**src/sv/utt_pkg.sv**
```systemverilog
// Shared types and constants for the UTF-8 text terminal writer.
`timescale 1ns / 1ps

package utt_pkg;

  // Request kinds on the input channel.
  typedef enum logic [1:0] {
    KIND_WRITE  = 2'd0,
    KIND_CURSOR = 2'd1,
    KIND_CLEAR  = 2'd2,
    KIND_READ   = 2'd3
  } kind_e;

  // One stored screen cell.
  typedef struct packed {
    logic [15:0] cp;
    logic [7:0]  fg;
    logic [7:0]  bg;
    logic [7:0]  attrs;
  } cell_t;

  // Code point handed from the decoder to the cursor logic.
  typedef struct packed {
    logic        valid;
    logic [15:0] cp;
  } emit_t;

  localparam logic [15:0] CP_SPACE   = 16'h0020;
  localparam logic [15:0] CP_REPLACE = 16'hFFFD;
  localparam logic [15:0] CP_LF      = 16'h000A;
  localparam logic [15:0] CP_CR      = 16'h000D;
  localparam logic [15:0] CP_BS      = 16'h0008;

  localparam logic [7:0] CONT_MASK  = 8'hC0;
  localparam logic [7:0] CONT_CODE  = 8'h80;
  localparam logic [7:0] LEAD2_MASK = 8'hE0;
  localparam logic [7:0] LEAD2_CODE = 8'hC0;
  localparam logic [7:0] LEAD3_MASK = 8'hF0;
  localparam logic [7:0] LEAD3_CODE = 8'hE0;
  localparam logic [7:0] LEAD4_MASK = 8'hF8;
  localparam logic [7:0] LEAD4_CODE = 8'hF0;

  localparam logic [7:0] RESET_FG = 8'd7;
  localparam logic [7:0] RESET_BG = 8'd0;

endpackage

```
**src/sv/utt_decode.sv**
```systemverilog
// UTF-8 byte decoder with its sequence state, at most one code point per byte.
`timescale 1ns / 1ps

module utt_decode import utt_pkg::*; (
  input  logic       clk_i,
  input  logic       rst_ni,
  input  logic       step_i,
  input  logic [7:0] byte_i,
  output emit_t      emit_o
);

  logic [15:0] acc_q, acc_d, acc_c;
  logic [1:0]  pend_q, pend_d;
  logic        disc_q, disc_d;
  logic        fresh;

  always_comb begin
    acc_d  = acc_q;
    pend_d = pend_q;
    disc_d = disc_q;
    emit_o = '0;
    fresh  = 1'b0;
    acc_c  = disc_q ? acc_q : {acc_q[9:0], byte_i[5:0]};

    if (pend_q == 2'd0) begin
      fresh = 1'b1;
    end else if ((byte_i & CONT_MASK) == CONT_CODE) begin
      pend_d = pend_q - 2'd1;
      if (pend_q == 2'd1) begin
        emit_o.valid = !disc_q;
        emit_o.cp    = acc_c;
        acc_d        = '0;
        disc_d       = 1'b0;
      end else begin
        acc_d = acc_c;
      end
    end else begin
      fresh = 1'b1;
    end

    // drop any partial sequence and take the byte as a new one
    if (fresh) begin
      acc_d  = '0;
      pend_d = 2'd0;
      disc_d = 1'b0;
      priority if (!byte_i[7]) begin
        emit_o.valid = 1'b1;
        emit_o.cp    = {8'h00, byte_i};
      end else if ((byte_i & LEAD2_MASK) == LEAD2_CODE) begin
        acc_d  = {11'd0, byte_i[4:0]};
        pend_d = 2'd1;
      end else if ((byte_i & LEAD3_MASK) == LEAD3_CODE) begin
        acc_d  = {12'd0, byte_i[3:0]};
        pend_d = 2'd2;
      end else if ((byte_i & LEAD4_MASK) == LEAD4_CODE) begin
        emit_o.valid = 1'b1;
        emit_o.cp    = CP_REPLACE;
        pend_d       = 2'd3;
        disc_d       = 1'b1;
      end else begin
        pend_d = 2'd0;
      end
    end
  end

  always_ff @(posedge clk_i or negedge rst_ni) begin
    if (!rst_ni) begin
      acc_q  <= '0;
      pend_q <= 2'd0;
      disc_q <= 1'b0;
    end else if (step_i) begin
      acc_q  <= acc_d;
      pend_q <= pend_d;
      disc_q <= disc_d;
    end
  end

endmodule

```
**config.mk**
```make
export PLATFORM = sky130hd
export DESIGN_NAME = utt_decode
export DESIGN_NICKNAME = d
export VERILOG_FILES = /design/src/sv/utt_pkg.sv /design/src/sv/utt_decode.sv
export SDC_FILE = /design/constraint.sdc
export NUM_CORES = 1
export LEC_CHECK = 0
export BUFFER_PORTS_ARGS = -buffer_cell sky130_fd_sc_hd__buf_4
export CORE_MARGIN = 3
export CORE_UTILIZATION = 29
export DETAILED_ROUTE_END_ITERATION = 12
export SLEW_MARGIN = 20
export SYNTH_ARGS = -nofsm -noshare
export SYNTH_HDL_FRONTEND = slang
export SYNTH_SLANG_ARGS = --single-unit
```
**constraint.sdc**
```tcl
create_clock -name clk_i -period 3 [get_ports clk_i]
set_input_delay 0.3 -clock clk_i [delete_from_list [all_inputs] [get_ports clk_i]]
set_output_delay 0.3 -clock clk_i [all_outputs]
set_load 0.005 [all_outputs]
```
==> impl_metrics.csv, run 1 <==
group,metric,value,unit
status,status,"finished clean",
timing,grt_setup_unrepaired,"false",
timing,finalHoldViolCount,0,
worst_setup_path,slowest_stage,"nor2_1",
final_layout,diodes,0,
die,dieWidth,69.7,um
yosys,syn_area,0.00117,mm2
worst_setup_path,path_max_fanout,12,
routing,wl_met3,135,um
final_layout,area_delta_synth_final,22.9,%
final_layout,final_cell_mix,"27 x buf_4, 19 x dfrtp_1, 17 x a22o_1",
timing,timing.fmax,378,MHz
timing,clock_skew,2.24,ps
timing,setup_tns,0,ps
die,rows,22,
timing,post-route-min-period,2650,ps
power_and_ir_drop,total_power,0.572,mW
yosys,ys_types,34,
yosys,ys_seq_area_share,40.5,%
yosys,yosys_register_bits,19,
yosys,syn-num-nets,125,
grt,antenna_found_initial,0,
placement,io_buffers,27,
routing,avgViaCountPerCell,5.41,
power_and_ir_drop,p_leak,0.625,nW
routing,met1_length,1.44,mm
final_layout,final_cells,183,
clocking,clockBufferDepth,2,
worst_setup_path,worstSetupEndpointType,"output pin",
final_layout,nets,150,
grt,grt_pass1_vias,972,
timing,slew_violations,0,
grt,grt_max_degree,20,
routing,antenna_left,0,
routing,wl_met2,1.24,mm
die,coreArea,0.00377,mm2
timing,post-route-period-util,88.3,%
timing,setup_viol,0,
placement,placedCellCount,178,
routing,dr.pass1.iters,4,
routing,wirelength,2.88,mm
clocking,cts_sinks,19,
grt,grt.overflow.total,0,
timing,worst_slew_pin_slew,739,ps
placement,place.gp.congestion,0.872,
final_layout,multi_input_area,631,um2
clocking,cts_root_buf,"clkbuf_8",
die,initial_utilization,31.2,%
worst_hold_path,hp-class,"in -> reg",
power_and_ir_drop,peakVddDrop,126,uV
worst_setup_path,required,2700,ps
die,dieArea,0.00485,mm2
worst_setup_path,critPathLaunchType,"flop",
worst_setup_path,cp_slowest_stage_delay,510,ps
clocking,clk-insertion-delay-late,260,ps
grt,grt_pass1_wl,4.75,mm
power_and_ir_drop,power_density,396,mW/mm2
grt,grt_use_total,11.9,%
routing,vias,990,
clocking,cts_made_buffers,3,
clocking,path_clk_slew,70,ps
yosys,syn_avg_cell_area,10.6,um2
flow_run,cap_violations,0,
final_layout,drive_gt1_share,25.9,%
routing,drc_errors,0,
placement,place_hpwl,2.14,mm
worst_setup_path,crit_chain,"inv_1, ha_1, nand4bb_1, nor2_1, a221o_1, buf_4",
routing,highest_layer,"met4",
worst_setup_path,crit_type,"reg -> out",
final_layout,mostFrequentLayoutCell,"buf_4",
die,die_y,69.7,um
die,io_pins,28,
routing,drt_iter0_drc,35,
clocking,htreeDepth,1,
final_layout,num-fill-cells,389,
yosys,synth_warnings,0,
routing,wl_per_cell,15.7,um
worst_setup_path,arrival,2350,ps
final_layout,regArea,475,um2
clocking,cts_tree,"done",
yosys,syn_inst,111,
clocking,cts_setup_buffers,0,
timing,relSlewSlack,50.7,%
==> synthesized netlist by cell type <==
cell type,n,area (um2)
or4b_4,1,13.8
nor2_1,2,7.51
and2_1,1,6.26
o221ai_1,1,8.76
buf_4,1,7.51
a311oi_1,1,8.76
nand4bb_1,1,11.3
o211ai_1,1,7.51
ha_1,3,37.5
o2bb2ai_1,2,17.5
nor3_2,1,10.0
buf_6,2,22.5
o21ai_4,1,16.3
dfrtp_1,19,475
nand2b_1,1,6.26
nand2_1,5,18.8
a21oi_1,1,5.00
o31ai_1,1,7.51
nor4_1,2,12.5
inv_1,4,15.0
a221o_1,5,50.1
a22oi_1,1,7.51
nor2b_1,1,6.26
a32o_1,1,10.0
o21ai_0,12,60.1
clkinv_1,1,3.75
a21bo_2,1,10.0
nor3_1,2,10.0
clkbuf_1,4,15.0
a22o_1,17,149
buf_2,1,5.00
or3_1,1,6.26
nor4b_1,3,26.3
mux2i_1,10,100
==> stage by stage <==
step	util, %	cell area, um2	hold WS (ps)	setup WS [ps]
3_5_place_dp	36.8	1390	191	581
5_1_grt	38.3	1440	267	150
4_1_cts	38.3	1440	268	290
3_3_place_gp	36.8	1390	191	702
2_1_floorplan	-	1170	4.41	1230
6_report	38.3	1440	269	352
==> per-layer routing <==
layer,GRT usage [%],vias to the layer above
li1,-,485
met1,16.3,469
met2,17.7,31
met3,1.88,5
met4,6.38,0
met5,0,-
==> critical path: cells and delay by family (launching register included) <==
family	cells	cell delay [ps]
adders and majority gates	1	260
and+or+nand+nor	2	990
buffers and inverters	2	170
AOI/OAI and AO/OA	1	250
DFF	1	420
==> kinds of logic (layout without fill, tap and decap cells) <==
kind of cell    after synthesis  count (layout)  share of synthesized area, %
compound gates               45              45                          30.5
mux                          10              10                          8.52
buf+inv                      13              37                          5.86
flops                        19              19                          40.5
simple gates                 21              21                          11.5
fa+ha+maj                     3               3                          3.20
==> registers in the layout, indices dropped and copies added (netlist names) <==
register	flops
pend_q	2
disc_q	1
acc_q	16
==> worst paths after layout <==
kind                            slack, ps                  start                    end  depth (start not counted)
worst min-delay path                  270              byte_i[0]   acc_q[0]$_DFFE_PN0P_                          2
worst max register to register        820  pend_q[0]$_DFFE_PN0P_   acc_q[4]$_DFFE_PN0P_                          5
worst max-delay path                  350  pend_q[0]$_DFFE_PN0P_              emit_o[0]                          6
worst min register to register        520  acc_q[15]$_DFFE_PN0P_  acc_q[15]$_DFFE_PN0P_                          1
max in group asynchronous            2340                 rst_ni  acc_q[13]$_DFFE_PN0P_                          2
min in group asynchronous             450                 rst_ni  acc_q[12]$_DFFE_PN0P_                          2
==> final cells by class <==
| cell class | count | share of cell area [%] |
|---|---|---|
| Inverter | 5 | 1.30 |
| Sequential cell | 19 | 32.9 |
| Clock buffer | 3 | 2.86 |
| Tap cell | 48 | 4.16 |
| Timing Repair Buffer | 28 | 14.7 |
| Multi-Input combinational cell | 79 | 43.7 |
| Clock inverter | 1 | 0.347 |
==> power breakdown <==
group / switching (mW) / internal [mW] / leakage (nW)
clock: 0.0872 / 0.0924 / 0.0255
sequential: 0.0148 / 0.268 / 0.259
combinational: 0.0566 / 0.0532 / 0.340
total: 0.159 / 0.413 / 0.625
==> what timing repair did <==
| item | CTS | global route |
|---|---|---|
| resized for setup | 0 | 0 |
| endpoints found under the setup margin | 0 | 0 |
| hold endpoints to repair | 19 | 0 |
| hold buffers | 1 | 0 |
Power figures use the tool's default switching activity.
==> run 2, diff against run 1 <==
--- a/config.mk
+++ b/config.mk
@@ -6,10 +6,11 @@
 export NUM_CORES = 1
 export LEC_CHECK = 0
 export BUFFER_PORTS_ARGS = -buffer_cell sky130_fd_sc_hd__buf_4
+export CORE_ASPECT_RATIO = 0.8
 export CORE_MARGIN = 3
 export CORE_UTILIZATION = 29
 export DETAILED_ROUTE_END_ITERATION = 12
-export SLEW_MARGIN = 20
+export RECOVER_POWER = 50
 export SYNTH_ARGS = -nofsm -noshare
 export SYNTH_HDL_FRONTEND = slang
 export SYNTH_SLANG_ARGS = --single-unit
==> run 2 against run 1 <==
Net effect:
- sequential power about the same
- largest cell class unchanged
- worst hold slack improved by 5.6 ps
- clock power about the same
==> impl_metrics.csv, run 2 (synthesis results as in run 1) <==
group,metric,value,unit
status,status,"finished clean",
worst_setup_path,path_max_fanout,12,
die,die_y,62.9,um
clocking,clockBufferDepth,2,
worst_setup_path,crit_chain,"inv_1, ha_1, nand4bb_1, nor2_1, a22o_1, buf_4",
grt,grt_pass1_vias,983,
grt,grt_use_total,12.8,%
die,initial_utilization,30.5,%
flow_run,cap_violations,0,
routing,antenna_left,0,
power_and_ir_drop,total_power,0.567,mW
worst_setup_path,crit_type,"reg -> out",
timing,relSlewSlack,24.9,%
die,rows,20,
clocking,htreeDepth,1,
routing,avgViaCountPerCell,5.31,
worst_hold_path,hp-class,"in -> reg",
worst_setup_path,reg2reg_from,"pend_q[0]$_DFFE_PN0P_",
worst_setup_path,critPathLaunch,"pend_q[0]$_DFFE_PN0P_",
die,dieWidth,77.2,um
worst_setup_path,arrival,2370,ps
clocking,cts_tree,"done",
final_layout,area_delta_synth_final,22.0,%
grt,grt_max_degree,20,
final_layout,final_cells,190,
grt,grt.overflow.total,0,
timing,worst_slew_pin_slew,1120,ps
final_layout,diodes,0,
worst_setup_path,critPathLaunchType,"flop",
routing,vias,1008,
final_layout,mostFrequentLayoutCell,"buf_4",
power_and_ir_drop,peakVddDrop,146,uV
final_layout,num-fill-cells,412,
worst_hold_path,min_from,"byte_i[0]",
final_layout,drive_gt1_share,23.7,%
clocking,ctsResizeCount,0,
timing,worst_slack,331,ps
grt,antenna_found_initial,0,
grt,grt_pass1_wl,4.98,mm
clocking,clk-insertion-delay-late,250,ps
final_layout,largest_register,"acc_q",
timing,setup_tns,0,ps
routing,drt_iter0_drc,47,
power_and_ir_drop,power_density,395,mW/mm2
power_and_ir_drop,p_leak,0.617,nW
clocking,cts_made_buffers,3,
final_layout,nets,150,
worst_setup_path,slowest_stage,"nor2_1",
timing,timing.fmax,375,MHz
worst_setup_path,required,2700,ps
clocking,cts_root_buf,"clkbuf_8",
placement,pre_cts_ws,633,ps
routing,wirelength,2.93,mm
placement,place_hpwl,2.20,mm
timing,setup_viol,0,
timing,finalHoldViolCount,0,
die,io_pins,28,
final_layout,reg_top3,"acc_q: 16 flops, pend_q: 2 flops, disc_q: 1 flops",
die,coreArea,0.00385,mm2
timing,post-route-period-util,89.0,%
placement,place.gp.congestion,0.880,
routing,drc_errors,0,
timing,slew_violations,0,
timing,grt_setup_unrepaired,"false",
routing,wl_per_cell,15.4,um
timing,post-route-min-period,2670,ps
placement,placedCellCount,185,
clocking,cts_sinks,19,
final_layout,largest_reg_flops,16,
die,dieArea,0.00486,mm2
routing,dr.pass1.iters,4,
final_layout,final_cell_mix,"25 x buf_4, 19 x dfrtp_1, 17 x a22o_1",
placement,io_buffers,27,
clocking,path_clk_slew,70,ps
timing,clock_skew,3.75,ps
worst_setup_path,worstSetupEndpointType,"output pin",
worst_setup_path,cp_slowest_stage_delay,510,ps
-- run 2: changes by cell type in the layout (fill, tap and decap cells not counted) --
cell / delta
or4b_4: -1
or4b_1: +1
o21ai_4: -1
buf_4: -2
o21ai_1: +1
clkbuf_1: +1
clkbuf_4: +1
-- run 2: where the power goes --
group | internal [mW] | leakage (nW) | total [mW] | switching (mW)
Combinational | 0.0512 | 0.332 | 0.107 | 0.0563
Clock | 0.0922 | 0.0255 | 0.177 | 0.0845
Sequential | 0.268 | 0.259 | 0.282 | 0.0149
Total | 0.411 | 0.617 | 0.567 | 0.156
-- run 2: what timing repair did --
action | in CTS | in global routing
setup endpoints to repair | 0 | 0
buffers inserted | 0 | 0
endpoints found under the hold margin | 19 | 0
hold buffers | 1 | 0
-- run 2: per-layer routing --
metal	global-route usage [%]	vias up	part of all wire, %
li1	-	486	-
met1	19.6	477	51
met2	17.9	43	43
met3	2.74	2	5.5
met4	3.33	0	0.92
met5	0	-	0
-- run 2: final cells by class --
cell class | instances | area (um2) | share of cell area [%]
Timing Repair Buffer | 28 | 209 | 14.6
Clock buffer | 3 | 41.3 | 2.88
Multi-Input combinational cell | 79 | 616 | 42.9
Sequential cell | 19 | 475 | 33.2
Clock inverter | 1 | 5.00 | 0.349
Inverter | 5 | 18.8 | 1.31
Tap cell | 55 | 68.8 | 4.80
-- run 2: critical path, delay by kind of cell, from the launching register on --
kind	cells	cell delay [ps]
compound gates	1	250
fa+ha+maj	1	260
buf+inv	2	190
flops	1	410
simple gates	2	1010
-- run 2: path summary, 6_finish.rpt --
| kind | endpoint | slack, ps | cells after the start |
|---|---|---|---|
| min in group asynchronous | acc_q[10]$_DFFE_PN0P_ | 750 | 2 |
| worst max-delay path | emit_o[5] | 330 | 6 |
| max in group asynchronous | acc_q[14]$_DFFE_PN0P_ | 1620 | 2 |
| worst min register to register | acc_q[10]$_DFFE_PN0P_ | 510 | 1 |
| worst max register to register | acc_q[4]$_DFFE_PN0P_ | 400 | 5 |
| worst min-delay path | acc_q[0]$_DFFE_PN0P_ | 270 | 2 |
-- run 2: through the flow --
step	hold WS, ps	instance area, um2	util (%)
final	274	1430	37.2
after global routing	268	1430	37.2
after CTS	267	1450	37.7
after detailed placement	197	1400	36.2
after global placement	189	1400	36.2
after floorplan	4.41	1170	-
